## config.mk

```make
export PLATFORM = sky130hd
export DESIGN_NAME = pcx_rle_line_decoder
export DESIGN_NICKNAME = d
export VERILOG_FILES = /design/src/prld_pkg.sv /design/src/prld_ctrl.sv /design/src/prld_datapath.sv /design/src/pcx_rle_line_decoder.sv
export SDC_FILE = /design/constraint.sdc
export NUM_CORES = 1
export LEC_CHECK = 0
export BUFFER_PORTS_ARGS = -buffer_cell sky130_fd_sc_hd__buf_4
export CAP_MARGIN = 20
export CELL_PAD_IN_SITES_DETAIL_PLACEMENT = 0
export CELL_PAD_IN_SITES_GLOBAL_PLACEMENT = 1
export CORE_UTILIZATION = 44
export CTS_CLUSTER_DIAMETER = 40
export DETAILED_ROUTE_END_ITERATION = 10
export GPL_ROUTABILITY_DRIVEN = 1
export PLACE_DENSITY_LB_ADDON = 0.1
export SETUP_SLACK_MARGIN = 0.15
export SYNTH_ARGS = -nofsm -noshare
export SYNTH_HDL_FRONTEND = slang
export SYNTH_SLANG_ARGS = --single-unit
```

## constraint.sdc

```tcl
create_clock -name clk_i -period 3.56 [get_ports clk_i]
set_clock_uncertainty 0.2 [all_clocks]
set_input_delay 0.178 -clock clk_i [delete_from_list [all_inputs] [get_ports clk_i]]
set_output_delay 0.178 -clock clk_i [all_outputs]
set_load 0.02 [all_outputs]
```

## src/prld_pkg.sv

```systemverilog
// shared types and constants for the pcx run-length line decoder
// no dependencies; imported by prld_ctrl, prld_datapath and the top level
package prld_pkg;

  localparam logic [7:0] RUN_MARK = 8'hc0;
  localparam logic [7:0] RUN_MASK = 8'h3f;

  localparam int unsigned CFG_IDX_W = 2;

  localparam logic [CFG_IDX_W-1:0] CFG_LINE_STRIDE     = 2'd0;
  localparam logic [CFG_IDX_W-1:0] CFG_IMAGE_WIDTH     = 2'd1;
  localparam logic [CFG_IDX_W-1:0] CFG_TOTAL_POSITIONS = 2'd2;

  // controller to datapath
  typedef struct packed {
    logic accept;  // input byte transfer this cycle
    logic step;    // decode one position of the current run
    logic flush;   // push held result out, marked last
  } prld_cmd_t;

  // datapath to controller
  typedef struct packed {
    logic starts_run;    // byte at input produces positions
    logic run_done;      // no positions left for this byte
    logic step_blocked;  // a visible step would find the output full
    logic hold_valid;    // a result waits in the hold register
    logic out_free;      // output register can take a result this cycle
    logic finished;      // decoding has stopped
  } prld_sts_t;

endpackage

```

## src/prld_ctrl.sv

```systemverilog
// controller state machine of the pcx run-length line decoder
// depends on prld_pkg for the command and status structs
module prld_ctrl (
  input  logic                clk_i,
  input  logic                rst_ni,
  input  logic                in_valid_i,
  output logic                in_stall_o,
  input  prld_pkg::prld_sts_t sts_i,
  output prld_pkg::prld_cmd_t cmd_o
);
  import prld_pkg::*;

  typedef enum logic [2:0] {
    ST_IDLE  = 3'b001,
    ST_RUN   = 3'b010,
    ST_FLUSH = 3'b100
  } state_e;

  state_e state_q, state_d;

  assign in_stall_o = (state_q != ST_IDLE);

  always_comb begin
    state_d      = state_q;
    cmd_o        = '0;
    unique case (state_q)
      ST_IDLE: begin
        if (in_valid_i) begin
          cmd_o.accept = 1'b1;
          if (sts_i.starts_run) begin
            state_d = ST_RUN;
          end
        end
      end
      ST_RUN: begin
        if (sts_i.run_done) begin
          state_d = ST_FLUSH;
        end else if (!sts_i.step_blocked) begin
          cmd_o.step = 1'b1;
        end
      end
      ST_FLUSH: begin
        if (!sts_i.hold_valid) begin
          state_d = ST_IDLE;
        end else if (sts_i.out_free) begin
          cmd_o.flush = 1'b1;
          state_d     = ST_IDLE;
        end
      end
      default: begin
        state_d = ST_IDLE;
      end
    endcase
  end

  always_ff @(posedge clk_i or negedge rst_ni) begin
    if (!rst_ni) begin
      state_q <= ST_IDLE;
    end else begin
      state_q <= state_d;
    end
  end

endmodule

```

## src/prld_datapath.sv

```systemverilog
// datapath of the pcx run-length line decoder: config registers, decode state,
// column and position counters, hold and output registers; depends on prld_pkg
module prld_datapath (
  input  logic                                   clk_i,
  input  logic                                   rst_ni,
  input  logic                                   cfg_we_i,
  input  logic [prld_pkg::CFG_IDX_W-1:0]         cfg_index_i,
  input  logic [31:0]                            cfg_data_i,
  input  logic [7:0]                             encoded_byte_i,
  input  prld_pkg::prld_cmd_t                    cmd_i,
  output prld_pkg::prld_sts_t                    sts_o,
  output logic                                   out_valid_o,
  input  logic                                   out_stall_i,
  output logic [7:0]                             pixel_o,
  output logic                                   run_last_o,
  output logic                                   image_done_o
);
  import prld_pkg::*;

  logic [15:0] line_stride_q, image_width_q;
  logic [31:0] total_q;

  logic        expect_q, finished_q;
  logic [5:0]  pending_q, count_q;
  logic [15:0] column_q;
  logic [31:0] position_q;
  logic [7:0]  value_q;

  logic        hold_valid_q, hold_done_q;
  logic [7:0]  hold_pixel_q;

  logic        out_valid_q, out_last_q, out_done_q;
  logic [7:0]  out_pixel_q;

  logic        stop, is_header, visible, out_free, push;
  logic [15:0] col_inc, col_next;
  logic [31:0] pos_inc;

  assign stop      = finished_q || !(position_q < total_q);
  assign is_header = !(encoded_byte_i < RUN_MARK);
  assign visible   = column_q < image_width_q;
  assign out_free  = !out_valid_q || !out_stall_i;

  assign col_inc  = column_q + 16'd1;
  assign col_next = ((line_stride_q != 16'd0) && !(col_inc < line_stride_q)) ? 16'd0 : col_inc;
  assign pos_inc  = position_q + 32'd1;

  // held result leaves when a later visible one appears, or at the end marked last
  assign push = cmd_i.flush || (cmd_i.step && visible && hold_valid_q);

  always_comb begin
    sts_o.starts_run   = !stop && (expect_q || !is_header);
    sts_o.run_done     = (count_q == 6'd0) || finished_q;
    sts_o.step_blocked = visible && hold_valid_q && !out_free;
    sts_o.hold_valid   = hold_valid_q;
    sts_o.out_free     = out_free;
    sts_o.finished     = finished_q;
  end

  // control state
  always_ff @(posedge clk_i or negedge rst_ni) begin
    if (!rst_ni) begin
      line_stride_q <= 16'd1;
      image_width_q <= 16'd1;
      total_q       <= '0;
      expect_q      <= 1'b0;
      pending_q     <= '0;
      count_q       <= '0;
      column_q      <= '0;
      position_q    <= '0;
      finished_q    <= 1'b0;
      hold_valid_q  <= 1'b0;
      out_valid_q   <= 1'b0;
    end else begin
      if (cfg_we_i) begin
        case (cfg_index_i)
          CFG_LINE_STRIDE:     line_stride_q <= cfg_data_i[15:0];
          CFG_IMAGE_WIDTH:     image_width_q <= cfg_data_i[15:0];
          CFG_TOTAL_POSITIONS: total_q       <= cfg_data_i;
          default: ;
        endcase
      end
      if (cmd_i.accept) begin
        if (stop) begin
          finished_q <= 1'b1;
        end else if (expect_q) begin
          expect_q  <= 1'b0;
          count_q   <= pending_q;
          pending_q <= '0;
        end else if (is_header) begin
          expect_q  <= 1'b1;
          pending_q <= encoded_byte_i[5:0] & RUN_MASK[5:0];
        end else begin
          count_q <= 6'd1;
        end
      end
      if (cmd_i.step) begin
        count_q    <= count_q - 6'd1;
        column_q   <= col_next;
        position_q <= pos_inc;
        if (!(pos_inc < total_q)) begin
          finished_q <= 1'b1;
        end
        if (visible) begin
          hold_valid_q <= 1'b1;
        end
      end
      if (cmd_i.flush) begin
        hold_valid_q <= 1'b0;
      end
      if (push) begin
        out_valid_q <= 1'b1;
      end else if (!out_stall_i) begin
        out_valid_q <= 1'b0;
      end
    end
  end

  // payload registers
  always_ff @(posedge clk_i) begin
    if (cmd_i.accept) begin
      value_q <= encoded_byte_i;
    end
    if (cmd_i.step && visible) begin
      hold_pixel_q <= value_q;
      hold_done_q  <= (pos_inc == total_q);
    end
    if (push) begin
      out_pixel_q <= hold_pixel_q;
      out_done_q  <= hold_done_q;
      out_last_q  <= cmd_i.flush;
    end
  end

  assign out_valid_o  = out_valid_q;
  assign pixel_o      = out_pixel_q;
  assign run_last_o   = out_last_q;
  assign image_done_o = out_done_q;

endmodule

```

## src/pcx_rle_line_decoder.sv

```systemverilog
// top level of the pcx run-length line decoder
// instantiates prld_ctrl and prld_datapath; depends on prld_pkg
//
// usage
// - input channel: one compressed byte per transfer on encoded_byte_i, taken
//   when in_valid_i is high and in_stall_o is low
// - output channel: one visible pixel per transfer with run_last_o on the last
//   result of a byte and image_done_o on the one that reaches the total
// - config channel: cfg_index_i selects line stride, image width or total
//   positions; written when cfg_valid_i and cfg_ready_o are both high, only
//   while the block is idle
// - a header byte never holds the input off; a literal or a run value byte
//   holds it off while the run steps through its positions, makes the end
//   test and flushes the held result, longer under stall
// - each visible result waits in the hold register until a later visible step
//   or the flush shows whether it is the last; the lone result of a literal
//   leaves with the flush
// - a stalled output holds its result; the run loop pauses only when a new
//   visible pixel would need the full output register
// - reset restores stride 1, width 1, total 0 and clears all decode state
module pcx_rle_line_decoder (
  input  logic                              clk_i,
  input  logic                              rst_ni,
  // configuration
  input  logic                              cfg_valid_i,
  output logic                              cfg_ready_o,
  input  logic [prld_pkg::CFG_IDX_W-1:0]    cfg_index_i,
  input  logic [31:0]                       cfg_data_i,
  // compressed input
  input  logic                              in_valid_i,
  output logic                              in_stall_o,
  input  logic [7:0]                        encoded_byte_i,
  // decoded pixels
  output logic                              out_valid_o,
  input  logic                              out_stall_i,
  output logic [7:0]                        pixel_o,
  output logic                              run_last_o,
  output logic                              image_done_o
);
  import prld_pkg::*;

  prld_cmd_t cmd;
  prld_sts_t sts;

  // registers change only between bytes, so accept writes while idle
  assign cfg_ready_o = !in_stall_o;

  prld_ctrl u_ctrl (
    .clk_i      (clk_i),
    .rst_ni     (rst_ni),
    .in_valid_i (in_valid_i),
    .in_stall_o (in_stall_o),
    .sts_i      (sts),
    .cmd_o      (cmd)
  );

  prld_datapath u_datapath (
    .clk_i          (clk_i),
    .rst_ni         (rst_ni),
    .cfg_we_i       (cfg_valid_i && cfg_ready_o),
    .cfg_index_i    (cfg_index_i),
    .cfg_data_i     (cfg_data_i),
    .encoded_byte_i (encoded_byte_i),
    .cmd_i          (cmd),
    .sts_o          (sts),
    .out_valid_o    (out_valid_o),
    .out_stall_i    (out_stall_i),
    .pixel_o        (pixel_o),
    .run_last_o     (run_last_o),
    .image_done_o   (image_done_o)
  );

`ifndef SYNTH
  // only one command at a time
  a_cmd_onehot: assert property (@(posedge clk_i) disable iff (!rst_ni)
    $onehot0({cmd.accept, cmd.step, cmd.flush}))
    else $error("more than one datapath command");

  // no result may be left in the hold register once a new byte can arrive
  a_hold_empty_idle: assert property (@(posedge clk_i) disable iff (!rst_ni)
    !in_stall_o |-> !sts.hold_valid)
    else $error("held result left behind at idle");

  // stopping is sticky until reset
  a_finished_sticky: assert property (@(posedge clk_i) disable iff (!rst_ni)
    sts.finished |=> sts.finished)
    else $error("finished flag cleared");

  // a flush always lands in the output register marked last
  a_flush_last: assert property (@(posedge clk_i) disable iff (!rst_ni)
    cmd.flush |=> (out_valid_o && run_last_o))
    else $error("flush did not deliver a last result");
`endif

endmodule
```

==> results of run 1 <==
Yosys cell counts (5+ instances only):
library cell and instances:
a211oi_1 9, a21o_1 8, a21oi_1 33, and2_1 8, and3_1 6, and4_1 6, buf_1 5, clkbuf_1 11
dfrtp_1 128, edfxtp_1 27, ha_1 98, inv_1 78, mux2_2 50, mux2i_1 5, nand2_1 92, nand2b_1 6
nand3_1 29, nand4_1 19, nor2_1 43, nor2b_1 9, nor3_1 12, nor4_1 8, o21ai_0 49, xnor2_1 41
xor2_1 35
critical path: cells and delay by family, from the launching register on:
family                   cells  cell delay (ns)
XOR/XNOR                     1             0.12
adder cells (fa/ha/maj)      2             0.53
AND/OR/NAND/NOR              6             1.24
flip-flops                   1             0.39
buffers and inverters        1             0.22
AO/OA/AOI/OAI                3             0.63
flip-flops by register name, indices dropped and copies added, names as in the netlist:
| name | flops |
|---|---|
| u_datapath.expect_q | 1 |
| u_datapath.run_last_o | 1 |
| u_datapath.pixel_o | 8 |
| u_datapath.image_width_q | 16 |
| u_datapath.pending_q | 6 |
| u_datapath.count_q | 6 |
| u_datapath.hold_pixel_q | 8 |
| u_datapath.column_q | 16 |
| u_datapath.hold_done_q | 1 |
| u_datapath.hold_valid_q | 1 |
| u_datapath.line_stride_q | 16 |
| u_datapath.finished_q | 1 |
| u_datapath.out_valid_o | 1 |
| u_datapath.position_q | 32 |
| u_datapath.total_q | 32 |
| u_datapath.value_q | 8 |
| u_ctrl.state_q | 3 |
| u_datapath.image_done_o | 1 |
cells by family (layout without fill, tap and decap cells):
group	count (synthesis)	count (layout)	share of synthesized area (%)
AO/OA/AOI/OAI	143	143	9.63
XOR/XNOR	76	76	7.21
adder cells (fa/ha/maj)	98	98	13.3
buffers and inverters	99	288	4.12
flip-flops	158	158	44.3
multiplexers	55	55	6.64
AND/OR/NAND/NOR	266	266	14.8
report_power, final:
group	switching [mW]	internal, mW	total [mW]	leakage [nW]
clock	0.831	1.00	1.83	0.285
combinational	0.748	0.682	1.43	3.43
sequential	0.216	2.19	2.40	1.88
total	1.80	3.87	5.67	5.59
repair_timing:
action | 4_1_cts | 5_1_grt
setup endpoints to repair | 7 | 17
endpoints found under the hold margin | 151 | 0
setup buffers | 8 | 2
resized for setup | 9 | 17
pin swaps | 2 | 7
hold buffers | 50 | 0
stage by stage:
| step | hold slack [ns] | total power [mW] | area (µm²) | util, % |
|---|---|---|---|---|
| 3_3_place_gp | 0.0659 | 3.77 | 10400 | 51.0 |
| 6_report | 0.0859 | 5.67 | 11700 | 57.3 |
| 2_1_floorplan | -0.318 | 3.33 | 9230 | - |
| 4_1_cts | 0.0777 | 5.73 | 11600 | 56.9 |
| 5_1_grt | 0.0976 | 6.05 | 11700 | 57.3 |
| 3_5_place_dp | 0.0662 | 3.79 | 10400 | 51.0 |
routing by layer:
layer	track usage, %	vias to the layer above
met4	4.22	0
met3	3.57	6
met1	28.2	3258
li1	-	3532
met5	0	-
met2	33.9	80
final cells by class:
class,instances,share of cell area [%]
sequential,158,35.0
timing repair buffer,178,12.8
clock buffer,17,3.64
tap,270,2.89
inverter,78,2.50
clock inverter,15,1.51
multi-input combinational,638,41.7
worst max-delay path by stage:
stage / start / to / slack [ns] / cells after the start
floorplan: u_datapath.position_q[0]$_DFFE_PN0N_ / u_datapath.finished_q$_DFF_PN0_ / 0.19 / 15
global placement: u_datapath.position_q[0]$_DFFE_PN0N_ / u_datapath.finished_q$_DFF_PN0_ / 0.10 / 15
detailed placement: u_datapath.position_q[0]$_DFFE_PN0N_ / u_datapath.hold_done_q$_DFFE_PP_ / -0.08 / 14
CTS: u_datapath.position_q[9]$_DFFE_PN0N_ / u_datapath.finished_q$_DFF_PN0_ / 0.15 / 14
global route: u_datapath.position_q[1]$_DFFE_PN0N_ / u_datapath.hold_done_q$_DFFE_PP_ / -0.07 / 14
finish: u_datapath.position_q[0]$_DFFE_PN0N_ / u_datapath.finished_q$_DFF_PN0_ / 0.16 / 13
==> results.yml, run 1 <==
sta:
  fin_setup_tns_ns: 0
  final-setup-viol-count: 0
  drv_slew: 0
  period_needed_ns: 3.40
  max_freq_ghz: 0.294
  fin_crit_sh_pct: 95.4
  rsz0062_at_grt: "yes"
  max_slew_margin_pct: 44.5
  setup_ws_ns: 0.164
  hold_viol: 0
  tightest_slew_ns: 0.830
power:
  leakage_nw: 5.59
  power_density_nw_per_um2: 484
  peakVddDrop_v: 0.000365
grt:
  grt_pass1_wl_mm: 34.7
  grt_pass1_vias: 6844
  grt_overflow_total: 0
  grt_max_degree: 76
  grt_use_total_pct: 20.5
  antenna_found_initial: 0
floorplanning:
  row_count: 52
  die_y_um: 147
  ioPinCount: 60
  coreArea_um2: 20400
  die_area_um2: 21600
  die-width_um: 147
  initial_core_util_pct: 45.2
yosys:
  ys_warn_count: 0
  synth_top_area_share_pct: 34.7
  postSynth.asyncResetShare_pct: 82.9
  synth_ff_type: "dfrtp_1"
  synth.avg_cell_area_um2: 10.3
  synth-seq-cells: 158
  syn_nets: 1040
  synth_edf_count: 27
  yosysSeqAreaShare_pct: 44.3
  synth.distinct_cells: 62
  synth_cells: 895
  netlist_area_um2: 9230
  synthTopCellsByArea: "dfrtp_1 35%, ha_1 13%, edfxtp_1 8.8%"
  yosysTopAreaCell: "dfrtp_1"
status:
  status: "finished, final reports clean"
hold_path:
  holdCritStartpoint: "in_valid_i"
  worstHoldPathType: "input pin to flip-flop"
  hold-path-endpoint: "u_datapath.value_q[6]$_DFFE_PP_"
  holdPathStages: 3
critical_path:
  cp-start-kind: "flip-flop"
  max_stage_delay_ns: 0.39
  r2r-end: "u_datapath.finished_q$_DFF_PN0_"
  path_max_fanout: 4
  cp_cell_sequence: "ha_2 -> nand3_4 -> nor4_4 -> nand4_1 -> buf_4 -> xnor2_1 -> ha_1 -> nand4_1 -> or2_2 -> a211oi_1 -> o311a_1 -> nor4b_2 -> o21ai_0"
  worstPathRequired_ns: 3.70
  crit_type: "flip-flop to flip-flop"
  critPathSlowestCell: "dfrtp_1"
  end_kind: "flip-flop"
  worst_path_most_repeated_cell: "nand4_1"
  critPathArrivalTime_ns: 3.54
  regToRegSetupSlack_ns: 0.16
  r2r_cells: 13
  r2r-start: "u_datapath.position_q[0]$_DFFE_PN0N_"
clock_network:
  clock_latency_ns: 0.43
  clkSinkCount: 158
  cts_tree: "built"
  cts_buffer_depth: 2
  clk_pin_slew_ns: 0.07
  cts_buffers: 17
  cts_root_buffer: "clkbuf_16"
  cts_htree_levels: 4
flow_run:
  drv_cap: 0
cells_and_area:
  multiInputGateArea_um2: 4880
  n_antenna_cell: 0
  drive_gt1_share_pct: 23.0
  fillers: 1842
  areaGrowthSynthToFinish_pct: 26.7
  nNetsFinal: 1216
  finalNonFillerCells: 1354
  seq_area_um2: 4090
  final_cell_mix: "127 x dfrtp_1, 124 x buf_4, 97 x ha_1, 91 x nand2_1, 78 x inv_1"
  layout_commonest_cell: "dfrtp_1"
detailed_routing:
  drt_iter0_markers: 211
  drc_errors: 0
  drtAntennaViolNets: 0
  finalWirelength_mm: 21.1
  num_vias: 6876
  wl_met2_mm: 10.1
  dr_wl_met3_um: 599
  drt-met1-wl_mm: 10.2
  wire_per_inst_um: 15.6
  viasPerCell: 5.08
  routed.top_layer: "met4"
  first_pass_iters: 4
place:
  dpl_worst_slack_ns: -0.0792
  dp.cells: 1262
  dp.final_hpwl_mm: 15.5
  place_congestion: 0.799
  io_buffers: 59
(Power assumes the default switching activity.)
==> run 2: changes to the inputs <==
- SYNTH_HIERARCHICAL: not set -> 1
==> results.yml, run 2 <==
power:
  pwr-share-clk_pct: 39.9
  power_density_nw_per_um2: 390
  peakVddDrop_v: 0.000317
  switching_share_pct: 28.1
  power_mw: 4.58
  combPwrFrac_pct: 15.2
  p_seq_share_pct: 44.9
  leakage_nw: 5.48
  intPower_mw: 3.29
  p_sw_mw: 1.28
clock_network:
  cts_tree: "built"
  cts_buffers: 17
  cts_buffer_depth: 2
  clkSinkCount: 158
  clk_pin_slew_ns: 0.07
  cts_root_buffer: "clkbuf_16"
  cts_htree_levels: 4
  clock_latency_ns: 0.43
floorplanning:
  die-width_um: 147
  row_count: 52
  die_y_um: 147
  die_area_um2: 21700
  initial_core_util_pct: 45.4
  coreArea_um2: 20400
  ioPinCount: 60
sta:
  max_slew_margin_pct: 42.7
  drv_slew: 0
  tightest_slew_ns: 0.851
  fin_crit_sh_pct: 95.0
  max_freq_ghz: 0.296
  period_needed_ns: 3.38
  rsz0062_at_grt: "yes"
  final-setup-viol-count: 0
  setup_ws_ns: 0.179
  hold_viol: 0
  hold-worst-slack_ns: 0.0998
status:
  status: "finished, final reports clean"
critical_path:
  critPathLaunch: "u_datapath/column_q[0]$_DFFE_PN0P_"
  path_max_fanout: 8
  end_kind: "flip-flop"
  crit_type: "flip-flop to flip-flop"
  worstPathRequired_ns: 3.67
  critPathArrivalTime_ns: 3.49
  cp-start-kind: "flip-flop"
  r2r-start: "u_datapath/column_q[0]$_DFFE_PN0P_"
detailed_routing:
  finalWirelength_mm: 23.1
  viasPerCell: 5.36
  drt_iter0_markers: 346
  wire_per_inst_um: 17.4
  drtAntennaViolNets: 0
  first_pass_iters: 5
  num_vias: 7130
  drc_errors: 0
cells_and_area:
  drive_gt1_share_pct: 25.3
  final_cell_mix: "124 x dfrtp_1, 122 x buf_4, 96 x ha_1, 76 x inv_1, 69 x nand2_1"
  fin_util_pct: 57.5
  fillers: 1819
  nNetsFinal: 1192
  n_antenna_cell: 0
  layout_commonest_cell: "dfrtp_1"
  biggestRegsByFlops: "u_datapath/position_q: 32 flops, u_datapath/total_q: 32 flops"
  areaGrowthSynthToFinish_pct: 26.6
place:
  dpl_worst_slack_ns: -0.0650
  place_congestion: 0.873
  io_buffers: 59
  dp.final_hpwl_mm: 16.7
grt:
  grt_use_total_pct: 21.9
  grt_pass1_wl_mm: 36.8
  grt_max_degree: 68
  grt_pass1_vias: 7081
  grt_overflow_total: 0
  antenna_found_initial: 0
hold_path:
  worstHoldPathType: "input pin to asynchronous set/reset pin"
yosys:
  syn_nets: 1031
  synth.avg_cell_area_um2: 10.5
  synth_cells: 886
  ys_warn_count: 6
  netlist_area_um2: 9270
flow_run:
  drv_cap: 0
[run 2: cell types whose count changed in the layout (fill, tap and decap cells not counted), moves of 6 or more]
| cell | before | now |
|---|---|---|
| nor2_1 | 40 | 28 |
| xor2_1 | 34 | 24 |
| nand2_1 | 91 | 69 |
| o311ai_0 | 0 | 7 |
| nand3_1 | 27 | 35 |
| xnor2_1 | 40 | 50 |
| o21ai_0 | 46 | 40 |
| nand4_1 | 19 | 26 |
[run 2: layout make-up]
cell class,count,area [µm²],area share (%)
well taps,270,338,2.88
clock inverters,14,160,1.36
repair buffers,173,1460,12.4
clock buffers,18,429,3.66
inverters,77,289,2.46
flip-flops and latches,158,4100,34.9
multi-input cells,620,4970,42.3
[run 2: metal layers]
metal	wire, µm	up-vias	track usage [%]
met2	10800	120	35.3
met3	777	15	3.07
li1	-	3488	-
met4	226	0	5.46
met5	0	-	0
met1	11300	3507	31.1
[run 2: path summary, 6_finish.rpt]
| check | to | slack (ns) | cells after the start |
|---|---|---|---|
| hold reg to reg | u_datapath/pixel_o[6]$_DFFE_PP_ | 0.22 | 0 |
| hold / removal | u_datapath/line_stride_q[3]$_DFFE_PN0P_ | 0.1 | 2 |
| setup / recovery | u_datapath/column_q[0]$_DFFE_PN0P_ | 0.18 | 14 |
| max in group asynchronous | u_ctrl/state_q[0]$_DFFE_PN1P_ | 2.24 | 3 |
| min in group clk_i | u_datapath/pixel_o[6]$_DFFE_PP_ | 0.22 | 0 |
| setup reg to reg | u_datapath/column_q[0]$_DFFE_PN0P_ | 0.18 | 14 |
[run 2: critical path: stages, from the launching register on]
cell,delay (ns)
dfrtp_1,0.38
ha_2,0.19
and3_1,0.17
and3_1,0.20
and3_4,0.21
and3_4,0.22
nand3_2,0.09
xnor2_2,0.16
ha_1,0.32
nand4_1,0.11
nor4b_2,0.21
a221o_1,0.31
buf_6,0.20
nor2_4,0.04
mux2_4,0.25
[run 2: stage by stage]
| step | setup TNS (ns) | cell area [µm²] | instances |
|---|---|---|---|
| floorplan | 0 | 9300 | 886 |
| global placement | 0 | 10400 | 1237 |
| detailed placement | -0.0982 | 10400 | 1237 |
| CTS | 0 | 11500 | 1317 |
| global route | 0 | 11700 | 1330 |
| finish | 0 | 11700 | 1330 |
[run 2: what timing repair did]
item | 4_1_cts | 5_1_grt
endpoints found under the setup margin | 40 | 40
pin swaps | 3 | 21
setup buffers | 3 | 12
hold buffers | 45 | 0
resized for setup | 8 | 49
hold endpoints to repair | 145 | 0
cloned | 0 | 1
[run 2: power groups by stage]
stage	clock network, mW	registers, mW	logic [mW]
floorplan	0	2.06	0.418
global placement	0	2.08	0.620
detailed placement	0	2.09	0.639
CTS	1.88	2.06	0.687
global route	1.95	2.07	0.786
finish	1.83	2.06	0.693
==> run 3: changes to the inputs <==
- CELL_PAD_IN_SITES_DETAIL_PLACEMENT: 0 -> not set
- CELL_PAD_IN_SITES_GLOBAL_PLACEMENT: 1 -> not set
- CORE_UTILIZATION: 44 -> 45
- PLACE_DENSITY_LB_ADDON: 0.1 -> not set
- SLEW_MARGIN: not set -> 20
==> results.yml, run 3 (synthesis gave the netlist of run 2 again) <==
critical_path:
  worstPathRequired_ns: 3.68
  max_stage_delay_ns: 0.37
  critPathArrivalTime_ns: 3.51
  crit_type: "flip-flop to flip-flop"
  path_max_fanout: 8
  cp_cell_sequence: "buf_4 -> nand4_1 -> nor3_2 -> buf_4 -> and3_4 -> and3_4 -> nand3_4 -> xnor2_2 -> ha_1 -> nand4_1 -> nor4b_2 -> a221o_1 -> buf_4 -> nor2_2 -> buf_6 -> a22o_1"
  critPathSlowestCell: "dfrtp_1"
  end_kind: "flip-flop"
  worst_path_most_repeated_cell: "buf_4"
  cp-start-kind: "flip-flop"
power:
  power_mw: 4.60
  intPower_mw: 3.35
  leakage_nw: 5.47
  p_seq_share_pct: 44.7
  combPwrFrac_pct: 14.5
  power_density_nw_per_um2: 393
  switching_share_pct: 27.2
  pwr-share-clk_pct: 40.8
  peakVddDrop_v: 0.000318
  p_sw_mw: 1.25
detailed_routing:
  num_vias: 6969
  drtAntennaViolNets: 0
  drc_errors: 0
  finalWirelength_mm: 21.1
  drt_iter0_markers: 356
  viasPerCell: 5.26
  first_pass_iters: 5
  wire_per_inst_um: 16.0
floorplanning:
  die_area_um2: 21200
  row_count: 52
  die_y_um: 146
  initial_core_util_pct: 45.8
  die-width_um: 146
  ioPinCount: 60
  coreArea_um2: 20200
grt:
  grt_use_total_pct: 20.7
  grt_pass1_vias: 6960
  grt_pass1_wl_mm: 35.0
  antenna_found_initial: 0
  grt_overflow_total: 0
  grt_max_degree: 81
place:
  dp.final_hpwl_mm: 15.1
  dp.cells: 1233
  dpl_worst_slack_ns: 0.0359
  place_congestion: 0.825
  placed_cell_area_um2: 10300
  io_buffers: 59
cells_and_area:
  fillers: 1707
  drive_gt1_share_pct: 25.0
  fin_util_pct: 57.9
  areaGrowthSynthToFinish_pct: 26.3
  fin_area_um2: 11700
  layout_commonest_cell: "dfrtp_1"
  finalNonFillerCells: 1324
  n_antenna_cell: 0
  final_cell_mix: "128 x dfrtp_1, 117 x buf_4, 96 x ha_1, 76 x inv_1, 69 x nand2_1"
  nNetsFinal: 1186
  biggestRegsByFlops: "u_datapath/position_q: 32 flops, u_datapath/total_q: 32 flops"
sta:
  drv_slew: 0
  max_freq_ghz: 0.294
  fin_setup_tns_ns: 0
  hold_viol: 0
  hold-worst-slack_ns: 0.0911
  fin_crit_sh_pct: 95.5
  tightest_slew_ns: 0.749
  period_needed_ns: 3.40
  rsz0062_at_grt: "yes"
  max_slew_margin_pct: 50.1
  final-setup-viol-count: 0
  setup_ws_ns: 0.161
clock_network:
  cts_buffer_depth: 2
  cts_htree_levels: 4
  cts_buffers: 17
  clk_pin_slew_ns: 0.07
  clock_latency_ns: 0.43
  cts_root_buffer: "clkbuf_16"
  clkSinkCount: 158
  cts_tree: "built"
flow_run:
  drv_cap: 0
status:
  status: "finished, final reports clean"
hold_path:
  worstHoldPathType: "input pin to flip-flop"
[run 3: changes by cell type in the layout (fill, tap and decap cells not counted), moves of 3 or more]
| cell | change |
|---|---|
| buf_4 | -5 |
| clkinv_4 | -4 |
| buf_6 | +3 |
| dfrtp_1 | +4 |
| and3_4 | +3 |
| nor2_1 | +3 |
| inv_6 | +3 |
| dfrtp_2 | -4 |
[run 3: layout make-up]
class | count | area (µm²) | share of cell area (%)
Timing Repair Buffer | 167 | 1400 | 11.9
Sequential cell | 158 | 4090 | 34.9
Tap cell | 270 | 338 | 2.88
Inverter | 77 | 289 | 2.47
Clock inverter | 13 | 144 | 1.23
Clock buffer | 19 | 464 | 3.96
Multi-Input combinational cell | 620 | 4990 | 42.6
[run 3: per-layer routing]
metal / wire length (µm) / GRT usage, % / vias to the layer above / share of wire [%]
met2: 10200 / 33.5 / 103 / 48
li1: - / - / 3483 / -
met4: 239 / 5.74 / 0 / 1.1
met5: 0 / 0 / - / 0
met3: 553 / 3.42 / 11 / 2.6
met1: 10100 / 28.8 / 3372 / 48
[run 3: worst max-delay path, delay by kind of cell (launching register included)]
family / cells / cell delay (ns)
buffers and inverters: 4 / 0.58
and+or+nand+nor: 8 / 1.19
adders and majority gates: 1 / 0.31
AOI/OAI and AO/OA: 2 / 0.45
DFF: 1 / 0.37
xor gates and xnor gates: 1 / 0.16
[run 3: final timing paths]
| path | startpoint | end | slack, ns | cells after the start |
|---|---|---|---|---|
| min in group asynchronous | rst_ni | u_datapath/position_q[0]$_DFFE_PN0P_ | 0.17 | 2 |
| max in group asynchronous | rst_ni | u_ctrl/state_q[0]$_DFFE_PN1P_ | 2.19 | 3 |
| max reg2reg | u_datapath/column_q[1]$_DFFE_PN0P_ | u_datapath/column_q[2]$_DFFE_PN0P_ | 0.16 | 16 |
| min reg2reg | u_datapath/value_q[3]$_DFFE_PP_ | u_datapath/hold_pixel_q[3]$_DFFE_PP_ | 0.22 | 0 |
| min | cfg_index_i[0] | u_datapath/line_stride_q[13]$_DFFE_PN0P_ | 0.09 | 4 |
| max | u_datapath/column_q[1]$_DFFE_PN0P_ | u_datapath/column_q[2]$_DFFE_PN0P_ | 0.16 | 16 |
[run 3: repair_timing]
item / 4_1_cts / 5_1_grt
setup endpoints to repair: 11 / 51
pin swaps: 1 / 37
hold endpoints to repair: 158 / 0
gates resized for setup: 6 / 53
buffers inserted: 0 / 16
hold buffers: 43 / 0
[run 3: power groups by stage]
| stage | clock (mW) | combinational, mW | sequential, mW |
|---|---|---|---|
| after floorplan | 0 | 0.418 | 2.06 |
| after global placement | 0 | 0.609 | 2.08 |
| after detailed placement | 0 | 0.621 | 2.09 |
| after CTS | 1.92 | 0.664 | 2.05 |
| after global routing | 2.00 | 0.762 | 2.07 |
| final | 1.88 | 0.668 | 2.05 |
